[src/sv/assert_macros.svh]
// assertion helpers on the block clock and reset
`ifndef ASSERT_MACROS_SVH
`define ASSERT_MACROS_SVH

// condition holds at every edge out of reset
`define ASSERT_ALWAYS(label, cond, msg) \
    label: assert property (@(posedge i_clk) disable iff (!i_rst_n) (cond)) else $error(msg);

// consequent holds in the cycle after the antecedent
`define ASSERT_NEXT(label, ante, cons, msg) \
    label: assert property (@(posedge i_clk) disable iff (!i_rst_n) (ante) |=> (cons)) \
        else $error(msg);

`endif

[src/sv/arc_pkg.sv]
`timescale 1ns / 1ps
// ----------------------------------------------------------------------------
// arc_pkg
// beat types and codes of the adaptive replacement policy directory
// ----------------------------------------------------------------------------
package arc_pkg;

    localparam logic [2:0] REQ_ACCESS = 3'd0;
    localparam logic [2:0] REQ_MISS   = 3'd1;
    localparam logic [2:0] REQ_LOAD   = 3'd2;
    localparam logic [2:0] REQ_EVICT  = 3'd3;
    localparam logic [2:0] REQ_VICTIM = 3'd4;

    localparam logic [1:0] ST_DONE   = 2'd0;
    localparam logic [1:0] ST_VICTIM = 2'd1;
    localparam logic [1:0] ST_FULL   = 2'd2;
    localparam logic [1:0] ST_OVF    = 2'd3;

    localparam logic [1:0] L_T1 = 2'd0;
    localparam logic [1:0] L_T2 = 2'd1;
    localparam logic [1:0] L_B1 = 2'd2;
    localparam logic [1:0] L_B2 = 2'd3;

    typedef struct packed {
        logic [2:0]  req_type;
        logic [31:0] page_id;
        logic [3:0]  frame_no;
        logic [15:0] evictable_mask;
    } t_req_beat;

    typedef struct packed {
        logic [1:0] status;
        logic [3:0] victim_frame;
    } t_rsp_beat;

endpackage

[src/sv/arc_page_replacement.sv]
`timescale 1ns / 1ps
// ----------------------------------------------------------------------------
// arc_page_replacement
// adaptive replacement cache directory: t1/t2 resident, b1/b2 ghost lists
// ----------------------------------------------------------------------------
// channel   dir  handshake              beat
// in        in   i_in_valid/o_in_stall  t_req_beat
// out       out  o_out_valid/i_out_stall t_rsp_beat
// cfg       in   i_cfg_valid/o_cfg_ready capacity
//
// one event at a time; each pass over the directory memory uses its one read
// port: lookup, then a rank update, victim scan or one pass per pruned ghost;
// miss adaptation adds a divider run and a target update.
// a rank-updating access runs lookup, decide, rank pass and done; load and
// evict then add a prune check, and each drop a further pass and check.
// reset is synchronous and clears valid bits, list counts and adaptive state.
// a result waits in the output register; the next event is taken meanwhile.
// ----------------------------------------------------------------------------
module arc_page_replacement
    import arc_pkg::*;
#(
    parameter int NUM_FRAMES   = 16,
    parameter int MAX_CAPACITY = 16,
    parameter int DIR_DEPTH    = 32,
    parameter int PAGE_ID_BITS = 32
) (
    input  logic      i_clk,
    input  logic      i_rst_n,
    input  logic      i_in_valid,
    output logic      o_in_stall,
    input  t_req_beat i_in_data,
    output logic      o_out_valid,
    input  logic      i_out_stall,
    output t_rsp_beat o_out_data,
    input  logic       i_cfg_valid,
    output logic       o_cfg_ready,
    input  logic [4:0] i_cfg_data
);
`include "assert_macros.svh"

    localparam int IW  = $clog2(DIR_DEPTH);
    localparam int CW  = $clog2(DIR_DEPTH + 1);
    localparam int TW  = $clog2(MAX_CAPACITY + 1);
    localparam int SW  = ((CW > TW) ? CW : TW) + 2;
    localparam int PW  = (PAGE_ID_BITS < 32) ? PAGE_ID_BITS : 32;

    typedef struct packed {
        logic [PW-1:0] page;
        logic [1:0]    lst;
        logic [IW-1:0] rank;
        logic [3:0]    frame;
        logic          resident;
    } t_entry;

    typedef enum logic [10:0] {
        S_IDLE   = 11'b00000000001,
        S_FIND   = 11'b00000000010,
        S_DECIDE = 11'b00000000100,
        S_UPD    = 11'b00000001000,
        S_PRUNE  = 11'b00000010000,
        S_DROP   = 11'b00000100000,
        S_DIV    = 11'b00001000000,
        S_ADAPT  = 11'b00010000000,
        S_PICK   = 11'b00100000000,
        S_CHOOSE = 11'b01000000000,
        S_DONE   = 11'b10000000000
    } t_state;

    t_state r_state;

    t_entry mem [DIR_DEPTH];
    t_entry r_rdata;
    logic [DIR_DEPTH-1:0] r_valid;

    logic [CW-1:0] r_sw;
    logic          r_pv;
    logic [IW-1:0] r_pidx;
    logic [IW-1:0] rd_addr;
    logic          sweep_done;
    logic          in_sweep;

    logic [CW-1:0] r_lcnt [4];
    logic [TW-1:0] r_cap;
    logic [TW-1:0] r_target;
    logic          r_pending;

    logic [2:0]    r_req;
    logic [PW-1:0] r_page;
    logic [3:0]    r_frame;
    logic [15:0]   r_mask;

    logic          r_hit;
    logic [IW-1:0] r_e;
    t_entry        r_erec;
    logic          r_free_ok;
    logic [IW-1:0] r_free;

    t_entry        r_newrec;
    logic          r_unlink;
    logic [1:0]    r_lold;
    logic [1:0]    r_lnew;
    logic          r_prune_after;
    logic [CW-1:0] upd_cnt [4];

    logic [1:0]    r_dl;
    logic [IW-1:0] r_dtgt;
    logic          r_dfound;

    logic          r_b1ok, r_b2ok;
    logic [IW-1:0] r_b1rank, r_b2rank;
    logic [3:0]    r_b1frame, r_b2frame;

    logic          r_up;
    logic          div_start;
    logic [CW-1:0] div_num, div_den, div_quo;
    logic          div_done;

    logic [1:0]    r_status;
    logic [3:0]    r_victim;
    logic          r_out_valid;
    t_rsp_beat     r_out;

    logic          mem_we;
    logic [IW-1:0] mem_wa;
    t_entry        mem_wd;
    logic [4:0]    cfg_v;
    logic [TW-1:0] cfg_cap;

    logic          vj, is_e, cand;
    logic [IW-1:0] upd_rank;
    logic [SW-1:0] c1, c2, capw, tgtw, qd, tsum;

    function automatic logic evictable(input logic [3:0] f, input logic [15:0] m);
        return (NUM_FRAMES > int'(f)) && m[f];
    endfunction

    arc_divider #(.W(CW)) u_div (
        .i_clk   (i_clk),
        .i_rst_n (i_rst_n),
        .i_start (div_start),
        .i_num   (div_num),
        .i_den   (div_den),
        .o_done  (div_done),
        .o_quo   (div_quo)
    );

    assign in_sweep   = (r_state == S_FIND) || (r_state == S_UPD) ||
                        (r_state == S_DROP) || (r_state == S_PICK);
    assign rd_addr    = (r_sw < CW'(DIR_DEPTH)) ? r_sw[IW-1:0] : '0;
    assign sweep_done = (r_sw == CW'(DIR_DEPTH)) && !r_pv;
    assign vj         = r_valid[r_pidx];
    assign is_e       = (r_pidx == r_e);
    assign cand       = vj && r_rdata.resident && evictable(r_rdata.frame, r_mask);

    assign c1   = SW'(r_lcnt[L_B1]);
    assign c2   = SW'(r_lcnt[L_B2]);
    assign capw = SW'(r_cap);
    assign tgtw = SW'(r_target);
    assign qd   = (div_quo == '0) ? SW'(1) : SW'(div_quo);
    assign tsum = tgtw + qd;

    assign cfg_v   = (i_cfg_data == 5'd0) ? 5'd1 : i_cfg_data;
    assign cfg_cap = (int'(cfg_v) > MAX_CAPACITY) ? TW'(MAX_CAPACITY) : TW'(cfg_v);

    assign div_start = (r_state == S_DECIDE) && (r_req == REQ_MISS) && r_hit &&
                       ((r_erec.lst == L_B1) || (r_erec.lst == L_B2));
    assign div_num   = (r_erec.lst == L_B1) ? r_lcnt[L_B2] : r_lcnt[L_B1];
    always_comb begin
        div_den = (r_erec.lst == L_B1) ? r_lcnt[L_B1] : r_lcnt[L_B2];
        if (div_den == '0) begin
            div_den = CW'(1);
        end
    end

    always_comb begin
        upd_rank = r_rdata.rank;
        if (r_unlink && (r_rdata.lst == r_lold) && (r_rdata.rank > r_erec.rank)) begin
            upd_rank = upd_rank - 1'b1;
        end
        if (r_rdata.lst == r_lnew) begin
            upd_rank = upd_rank + 1'b1;
        end
    end

    always_comb begin
        for (int k = 0; k < 4; k++) begin
            upd_cnt[k] = r_lcnt[k];
            if (r_unlink && (r_lold == 2'(k)) && (r_lcnt[k] != '0)) begin
                upd_cnt[k] = upd_cnt[k] - 1'b1;
            end
            if (r_lnew == 2'(k)) begin
                upd_cnt[k] = upd_cnt[k] + 1'b1;
            end
        end
    end

    // write port: rank pass or a single entry update
    always_comb begin
        mem_we = 1'b0;
        mem_wa = r_pidx;
        mem_wd = r_rdata;
        if (r_state == S_UPD && r_pv) begin
            mem_we = 1'b1;
            if (is_e) begin
                mem_wd = r_newrec;
            end else if (vj) begin
                mem_wd.rank = upd_rank;
            end
        end else if (r_state == S_DECIDE && r_hit &&
                     ((r_erec.lst == L_B1) || (r_erec.lst == L_B2)) &&
                     ((r_req == REQ_ACCESS) || (r_req == REQ_EVICT))) begin
            mem_we = 1'b1;
            mem_wa = r_e;
            mem_wd = r_erec;
            if (r_req == REQ_ACCESS) begin
                mem_wd.frame    = r_frame;
                mem_wd.resident = 1'b1;
            end else begin
                mem_wd.resident = 1'b0;
            end
        end
    end

    always_ff @(posedge i_clk) begin
        if (mem_we) begin
            mem[mem_wa] <= mem_wd;
        end
        r_rdata <= mem[rd_addr];
    end

    always_ff @(posedge i_clk) begin
        if (!i_rst_n) begin
            r_state     <= S_IDLE;
            r_valid     <= '0;
            r_sw        <= '0;
            r_pv        <= 1'b0;
            r_cap       <= TW'(MAX_CAPACITY);
            r_target    <= '0;
            r_pending   <= 1'b0;
            r_out_valid <= 1'b0;
            for (int k = 0; k < 4; k++) begin
                r_lcnt[k] <= '0;
            end
        end else begin
            if (in_sweep) begin
                r_pv   <= (r_sw < CW'(DIR_DEPTH));
                r_pidx <= r_sw[IW-1:0];
                if (r_sw < CW'(DIR_DEPTH)) begin
                    r_sw <= r_sw + 1'b1;
                end
            end else begin
                r_sw <= '0;
                r_pv <= 1'b0;
            end

            if (r_out_valid && !i_out_stall && (r_state != S_DONE)) begin
                r_out_valid <= 1'b0;
            end

            case (r_state)
                S_IDLE: begin
                    if (i_cfg_valid) begin
                        r_cap     <= cfg_cap;
                        r_valid   <= '0;
                        r_target  <= '0;
                        r_pending <= 1'b0;
                        for (int k = 0; k < 4; k++) begin
                            r_lcnt[k] <= '0;
                        end
                    end else if (i_in_valid) begin
                        r_req     <= i_in_data.req_type;
                        r_page    <= i_in_data.page_id[PW-1:0];
                        r_frame   <= i_in_data.frame_no;
                        r_mask    <= i_in_data.evictable_mask;
                        r_hit     <= 1'b0;
                        r_free_ok <= 1'b0;
                        r_status  <= ST_DONE;
                        r_victim  <= '0;
                        r_state   <= S_FIND;
                    end
                end
                S_FIND: begin
                    if (r_pv) begin
                        if (vj && (r_rdata.page == r_page) && !r_hit) begin
                            r_hit  <= 1'b1;
                            r_e    <= r_pidx;
                            r_erec <= r_rdata;
                        end
                        if (!vj && !r_free_ok) begin
                            r_free_ok <= 1'b1;
                            r_free    <= r_pidx;
                        end
                    end
                    if (sweep_done) begin
                        r_state <= S_DECIDE;
                    end
                end
                S_DECIDE: begin
                    r_unlink      <= r_hit;
                    r_lold        <= r_erec.lst;
                    r_prune_after <= (r_req == REQ_LOAD) || (r_req == REQ_EVICT);
                    r_newrec.page     <= r_page;
                    r_newrec.rank     <= '0;
                    r_newrec.frame    <= ((r_req == REQ_ACCESS) || (r_req == REQ_LOAD)) ?
                                         r_frame : (r_hit ? r_erec.frame : 4'd0);
                    r_newrec.resident <= (r_req != REQ_EVICT);
                    case (r_req)
                        REQ_ACCESS, REQ_LOAD: begin
                            if (!r_hit) begin
                                if (!r_free_ok) begin
                                    r_status <= ST_OVF;
                                    r_state  <= S_DONE;
                                end else begin
                                    r_e              <= r_free;
                                    r_valid[r_free]  <= 1'b1;
                                    r_lnew           <= L_T1;
                                    r_newrec.lst     <= L_T1;
                                    r_state          <= S_UPD;
                                end
                            end else if ((r_erec.lst == L_B1) || (r_erec.lst == L_B2)) begin
                                if (r_req == REQ_LOAD) begin
                                    r_lnew       <= L_T2;
                                    r_newrec.lst <= L_T2;
                                    r_state      <= S_UPD;
                                end else begin
                                    r_state <= S_DONE;
                                end
                            end else begin
                                r_lnew       <= (r_req == REQ_LOAD) ? L_T1 : L_T2;
                                r_newrec.lst <= (r_req == REQ_LOAD) ? L_T1 : L_T2;
                                r_state      <= S_UPD;
                            end
                        end
                        REQ_MISS: begin
                            r_pending <= 1'b0;
                            if (div_start) begin
                                r_up    <= (r_erec.lst == L_B1);
                                r_state <= S_DIV;
                            end else begin
                                r_state <= S_DONE;
                            end
                        end
                        REQ_EVICT: begin
                            if (!r_hit) begin
                                r_state <= S_DONE;
                            end else if (r_erec.lst == L_T1) begin
                                r_lnew       <= L_B1;
                                r_newrec.lst <= L_B1;
                                r_state      <= S_UPD;
                            end else if (r_erec.lst == L_T2) begin
                                r_lnew       <= L_B2;
                                r_newrec.lst <= L_B2;
                                r_state      <= S_UPD;
                            end else begin
                                r_state <= S_PRUNE;
                            end
                        end
                        REQ_VICTIM: begin
                            r_b1ok  <= 1'b0;
                            r_b2ok  <= 1'b0;
                            r_state <= S_PICK;
                        end
                        default: begin
                            r_state <= S_DONE;
                        end
                    endcase
                end
                S_UPD: begin
                    if (sweep_done) begin
                        for (int k = 0; k < 4; k++) begin
                            r_lcnt[k] <= upd_cnt[k];
                        end
                        r_state <= r_prune_after ? S_PRUNE : S_DONE;
                    end
                end
                S_PRUNE: begin
                    r_dfound <= 1'b0;
                    if (c1 > capw) begin
                        r_dl    <= L_B1;
                        r_dtgt  <= IW'(r_lcnt[L_B1] - 1'b1);
                        r_state <= S_DROP;
                    end else if (c2 > capw) begin
                        r_dl    <= L_B2;
                        r_dtgt  <= IW'(r_lcnt[L_B2] - 1'b1);
                        r_state <= S_DROP;
                    end else if (c1 + c2 > capw) begin
                        r_dl    <= (c1 >= c2) ? L_B1 : L_B2;
                        r_dtgt  <= (c1 >= c2) ? IW'(r_lcnt[L_B1] - 1'b1)
                                              : IW'(r_lcnt[L_B2] - 1'b1);
                        r_state <= S_DROP;
                    end else begin
                        r_state <= S_DONE;
                    end
                end
                S_DROP: begin
                    if (r_pv && vj && (r_rdata.lst == r_dl) && (r_rdata.rank == r_dtgt) &&
                        !r_dfound) begin
                        r_valid[r_pidx] <= 1'b0;
                        r_dfound        <= 1'b1;
                    end
                    if (sweep_done) begin
                        if (r_dfound) begin
                            r_lcnt[r_dl] <= r_lcnt[r_dl] - 1'b1;
                            r_state      <= S_PRUNE;
                        end else begin
                            r_state <= S_DONE;
                        end
                    end
                end
                S_DIV: begin
                    if (div_done) begin
                        r_state <= S_ADAPT;
                    end
                end
                S_ADAPT: begin
                    if (r_up) begin
                        r_target <= (tsum < capw) ? TW'(tsum) : r_cap;
                    end else begin
                        r_target  <= (tgtw > qd) ? TW'(tgtw - qd) : '0;
                        r_pending <= 1'b1;
                    end
                    r_state <= S_DONE;
                end
                S_PICK: begin
                    if (r_pv && cand) begin
                        if ((r_rdata.lst == L_T1) && (!r_b1ok || r_rdata.rank > r_b1rank)) begin
                            r_b1ok    <= 1'b1;
                            r_b1rank  <= r_rdata.rank;
                            r_b1frame <= r_rdata.frame;
                        end
                        if ((r_rdata.lst == L_T2) && (!r_b2ok || r_rdata.rank > r_b2rank)) begin
                            r_b2ok    <= 1'b1;
                            r_b2rank  <= r_rdata.rank;
                            r_b2frame <= r_rdata.frame;
                        end
                    end
                    if (sweep_done) begin
                        r_state <= S_CHOOSE;
                    end
                end
                S_CHOOSE: begin
                    if (((SW'(r_lcnt[L_T1]) > tgtw) ||
                         (r_pending && (SW'(r_lcnt[L_T1]) == tgtw))) && r_b1ok) begin
                        r_status <= ST_VICTIM;
                        r_victim <= r_b1frame;
                    end else if (r_b2ok) begin
                        r_status <= ST_VICTIM;
                        r_victim <= r_b2frame;
                    end else if (r_b1ok) begin
                        r_status <= ST_VICTIM;
                        r_victim <= r_b1frame;
                    end else begin
                        r_status <= ST_FULL;
                    end
                    r_state <= S_DONE;
                end
                S_DONE: begin
                    if (!r_out_valid || !i_out_stall) begin
                        r_out_valid <= 1'b1;
                        r_state     <= S_IDLE;
                    end
                end
                default: begin
                    r_state <= S_IDLE;
                end
            endcase
        end
    end

    always_ff @(posedge i_clk) begin
        if (r_state == S_DONE && (!r_out_valid || !i_out_stall)) begin
            r_out.status       <= r_status;
            r_out.victim_frame <= r_victim;
        end
    end

    assign o_in_stall  = (r_state != S_IDLE) || i_cfg_valid;
    assign o_cfg_ready = (r_state == S_IDLE);
    assign o_out_valid = r_out_valid;
    assign o_out_data  = r_out;

    `ASSERT_ALWAYS(a_target_le_cap, r_target <= r_cap, "target above capacity")
    `ASSERT_ALWAYS(a_count_le_depth,
        (SW'(r_lcnt[0]) + SW'(r_lcnt[1]) + SW'(r_lcnt[2]) + SW'(r_lcnt[3])) <=
        SW'(DIR_DEPTH), "list counts exceed directory")
    `ASSERT_NEXT(a_cfg_clears, i_cfg_valid && o_cfg_ready, r_valid == '0,
        "directory not cleared by capacity write")
    `ASSERT_NEXT(a_victim_range, r_state == S_CHOOSE,
        (r_status != ST_VICTIM) || (NUM_FRAMES > int'(r_victim)),
        "victim frame out of pool")

endmodule

[src/sv/arc_divider.sv]
`timescale 1ns / 1ps
// ----------------------------------------------------------------------------
// arc_divider
// restoring unsigned divider, one quotient bit per cycle
// ----------------------------------------------------------------------------
module arc_divider #(
    parameter int W = 6
) (
    input  logic         i_clk,
    input  logic         i_rst_n,
    input  logic         i_start,
    input  logic [W-1:0] i_num,
    input  logic [W-1:0] i_den,
    output logic         o_done,
    output logic [W-1:0] o_quo
);
    localparam int SCW = $clog2(W + 1);

    logic [W:0]     r_rem;
    logic [W-1:0]   r_q;
    logic [W-1:0]   r_den;
    logic [SCW-1:0] r_step;
    logic           r_busy;
    logic           r_done;
    logic [W:0]     try_rem;

    assign try_rem = {r_rem[W-1:0], r_q[W-1]};

    always_ff @(posedge i_clk) begin
        if (!i_rst_n) begin
            r_busy <= 1'b0;
            r_done <= 1'b0;
            r_step <= '0;
        end else begin
            r_done <= 1'b0;
            if (i_start) begin
                r_busy <= 1'b1;
                r_rem  <= '0;
                r_q    <= i_num;
                r_den  <= i_den;
                r_step <= SCW'(W);
            end else if (r_busy) begin
                if (try_rem >= {1'b0, r_den}) begin
                    r_rem <= try_rem - {1'b0, r_den};
                    r_q   <= {r_q[W-2:0], 1'b1};
                end else begin
                    r_rem <= try_rem;
                    r_q   <= {r_q[W-2:0], 1'b0};
                end
                r_step <= r_step - 1'b1;
                if (r_step == SCW'(1)) begin
                    r_busy <= 1'b0;
                    r_done <= 1'b1;
                end
            end
        end
    end

    assign o_done = r_done;
    assign o_quo  = r_q;

endmodule
[config.mk]
export PLATFORM = sky130hd
export DESIGN_NAME = arc_page_replacement
export DESIGN_NICKNAME = d
export VERILOG_FILES = /design/src/sv/arc_pkg.sv /design/src/sv/arc_page_replacement.sv /design/src/sv/arc_divider.sv
export VERILOG_INCLUDE_DIRS = /design/src /design/src/sv
export SDC_FILE = /design/constraint.sdc
export NUM_CORES = 2
export LEC_CHECK = 0
export BUFFER_PORTS_ARGS = -buffer_cell sky130_fd_sc_hd__buf_4
export CORE_ASPECT_RATIO = 1.4
export CORE_UTILIZATION = 63
export DETAILED_ROUTE_END_ITERATION = 10
export PLACE_DENSITY = 0.79
export SETUP_SLACK_MARGIN = 0.2
export SLEW_MARGIN = 20
export SYNTH_ARGS = -nofsm -noshare
export SYNTH_HDL_FRONTEND = slang
export SYNTH_HIERARCHICAL = 1
export SYNTH_SLANG_ARGS = --single-unit
[constraint.sdc]
create_clock -name i_clk -period 7 [get_ports i_clk]
set_input_delay 1.75 -clock i_clk [delete_from_list [all_inputs] [get_ports i_clk]]
set_output_delay 1.75 -clock i_clk [all_outputs]
set_load 0.03 [all_outputs]
==> results.md <==
- Gpl congestion: 0.865
- Library cells used by synthesis: 80
- Synth-to-Final Area Change: 11.2%
- Tmin final: 5.04 ns
- Seq/Total Area, Yosys: 71.9%
- Crit Path Max Fanout: 42
- Slowest-stage cell, CP: nor2_4
- Die area: 115000 um^2
- Max Root-Sink Buffers: 3
- Die W: 287 um
- F_max: 0.198 GHz
- Post-synthesis adder-cell area fraction: 1.56%
- Core area: 113000 um^2
- Antenna violations before repair: 2
- Startpoint Class: flop
- Vias in the first global route: 39700
- Final hold vios: 0
- Status: finished, final reports clean
- CP top delay family: simple AND/OR/NAND/NOR gates
- Worst min path class: reg -> reg
- CTS buffer count: 157
- Synth Cell Area: 71700 um^2
- DR vias/cell: 6.81
- Port-buffer cells: 73
- Final setup violation count: 0
- Antenna Cells: 0
- Cells along the critical path: nor3_2 > and2_1 > nand3_1 > nor4_4 > buf_4 > nand2_1 > o22a_1 > nor2_4 > buf_4
- Pleak: 21.1 nW
- Simple-gate share of the synthesized area: 3.82%
- WP data arrival: 5.47 ns
- H-tree depth: 4
- Total grt overflow: 0
- Layout cells sized above 1: 19.1%
- Post-Syn Nets: 4199
- Clk sinks: 1754
- Via Count: 39100
- Buf+Inv Stages, Crit Path: 2
- Post-CTS sizing: 0
- Total wire length: 178 mm
- Worst EP required: 7.43 ns
- Initial Utilization: 63.4%
- Total track usage: 31.5%
- # IOs: 74
- Yosys Warn Count: 6
- Compound-gate portion of the synthesized area: 4.87%
- Die H: 401 um
- Drt first pass iters: 6
- Cell Area, Placed: 74400 um^2
- Cts hold-fix bufs: 0
- CP peak stage delay: 1.00 ns
- Setup Skew: 0.0295 ns
- Worst-margin pin slew: 1.19 ns
- Cells after synthesis: 4047
- Max Slew Vio Count: 0
- Wirelength per Cell: 31.0 um
- Synth Area in XOR/XNOR: 1.31%
- Multiplexer area fraction after synthesis: 14.9%
- Worst skew pair latency: 0.78 ns
- Critical path type: reg -> reg
- EDFF count, synth: 1642
- Post-DRT Antenna Nets: 0
- Std cell rows: 146
- Period utilization: 72.1%
- Asr flop ratio synth: 0%
- Most used DFF post-synth: edfxtp_1
- VDD IR-drop max: 0.347 mV
- Syn Area/Cell: 17.7 um^2
- Setup_tns: 0 ns
- Relative slew slack: 20.7%
- RSZ-0062 raised after global routing: false
- Clock Pin Slew Worst Setup and Hold Paths: 0.06 ns
- Max-cap violations: 0
- Largest family of logic cells by synthesized area: multiplexers
- Largest net degree at the start of global routing: 143
- Starting DRT DRC Count: 4601
- Crit path capture type: flop
- TritonCTS clock tree: done
- First-pass GRT wire length: 260 mm
- Pwr dens: 269 nW/um^2
- CTS root buffer: clkbuf_16
- Flops & latches, synth: 1754
- Final instance area: 79800 um^2
- # Post-CTS Setup Buffers: 0
- Crit path top cell by count: buf_4
- WHS: 0.417 ns
- Final #Nets: 4291
- Post-DP HPWL: 103 mm
- # DRC: 0
-- registers in the layout, indices dropped and copies added (netlist names), 6 cells and up, named ones only --
| register | cells |
|---|---|
| r_rdata | 44 |
| r_erec | 43 |
| mem | 1408 |
| o_out_data | 6 |
| r_state | 11 |
| u_div/r_rem | 6 |
| u_div/o_quo | 6 |
| r_mask | 16 |
| r_lcnt | 18 |
| r_sw | 6 |
| r_newrec | 37 |
| u_div/r_den | 6 |
| r_valid | 32 |
| r_page | 32 |
-- power by group --
group	internal [mW]	leakage [nW]	switching (mW)
logic	0.376	6.87	0.556
clock network	5.22	2.63	3.81
registers	11.4	11.6	0.111
-- cell usage after synthesis, types with 32 or more instances --
cell	number	area, um^2
edfxtp_1	1642	49300
mux2i_1	388	3880
mux4_2	272	6130
nand2_1	191	717
o22ai_1	185	1160
clkbuf_1	157	589
nor2_1	134	503
dfxtp_1	112	2240
ha_1	83	1040
inv_1	80	300
xnor2_1	70	613
a21oi_1	67	335
o21ai_0	56	280
mux2_2	53	597
a21o_1	40	300
a22oi_1	40	300
nand3_1	39	195
nor3_1	39	195
xor2_1	37	324
a32o_1	32	320
-- worst register-to-register path, cell delays in order (launching register included) --
cell and delay [ns]:
dfxtp_1 0.36, nor3_2 0.39, and2_1 0.23, nand3_1 0.51, nor4_4 0.41, buf_4 0.55, nand2_1 0.22, o22a_1 0.52
nor2_4 1.00, buf_4 0.49
-- cell type report --
| cell class | count | area (um^2) |
|---|---|---|
| clock buffers | 192 | 4250 |
| inverters | 81 | 304 |
| multi-input cells | 1989 | 19400 |
| flip-flops and latches | 1754 | 51600 |
| fillers | 6689 | 33300 |
| clock inverters | 98 | 1140 |
| well taps | 1480 | 1850 |
| repair buffers | 156 | 1330 |
-- metrics by stage --
| stage | power (mW) | util (%) | setup slack, ns | std cells |
|---|---|---|---|---|
| 5_1_grt | 22.0 | 70.6 | 1.83 | 5750 |
| 3_5_place_dp | 12.6 | 65.8 | 2.04 | 5459 |
| 2_1_floorplan | 12.4 | - | 0.627 | 4047 |
| 6_report | 21.5 | 70.6 | 1.96 | 5750 |
| 4_1_cts | 21.5 | 70.5 | 2.03 | 5749 |
| 3_3_place_gp | 12.6 | 65.7 | 2.13 | 5455 |
-- layout by cell type (no fill, tap or decap), drive strengths merged, types with 14 or more instances in the layout --
cell / count
a21o: 40
a21oi: 67
a22oi: 40
a32o: 32
and3: 15
buf: 156
bufinv: 24
clkbuf: 192
clkinv: 59
dfxtp: 112
edfxtp: 1642
ha: 83
inv: 88
mux2: 59
mux2i: 388
mux4: 272
nand2: 192
nand2b: 18
nand3: 39
nand4: 20
nor2: 134
nor2b: 23
nor3: 40
nor3b: 16
nor4: 17
o21a: 14
o21ai: 61
o22ai: 185
xnor2: 70
xor2: 37
-- logic make-up (layout without fill, tap and decap cells) --
logic type	Yosys count	after routing
xor gates and xnor gates	107	107
DFF	1754	1754
adders and majority gates	87	87
and+or+nand+nor	563	563
AOI/OAI and AO/OA	513	513
muxes	719	719
buffers and inverters	304	527
-- final timing paths --
check / start / endpoint / slack (ns) / cells past startpoint
setup / recovery: r_state[4] / mem[10][14] / 1.96 / 9
hold / removal: r_victim[1] / o_out_data[1] / 0.42 / 0
setup reg to reg: r_state[4] / mem[10][14] / 1.96 / 9
hold reg to reg: r_victim[1] / o_out_data[1] / 0.42 / 0
-- routing by layer --
metal | vias up | global-route usage, % | wire [um]
met5 | - | 0 | 13
met1 | 19900 | 39.6 | 61300
met3 | 445 | 6.41 | 17500
met4 | 2 | 15.0 | 9120
met2 | 2408 | 52.4 | 90600
li1 | 16400 | - | -
Note: power is estimated with default switching activity, not from simulation.
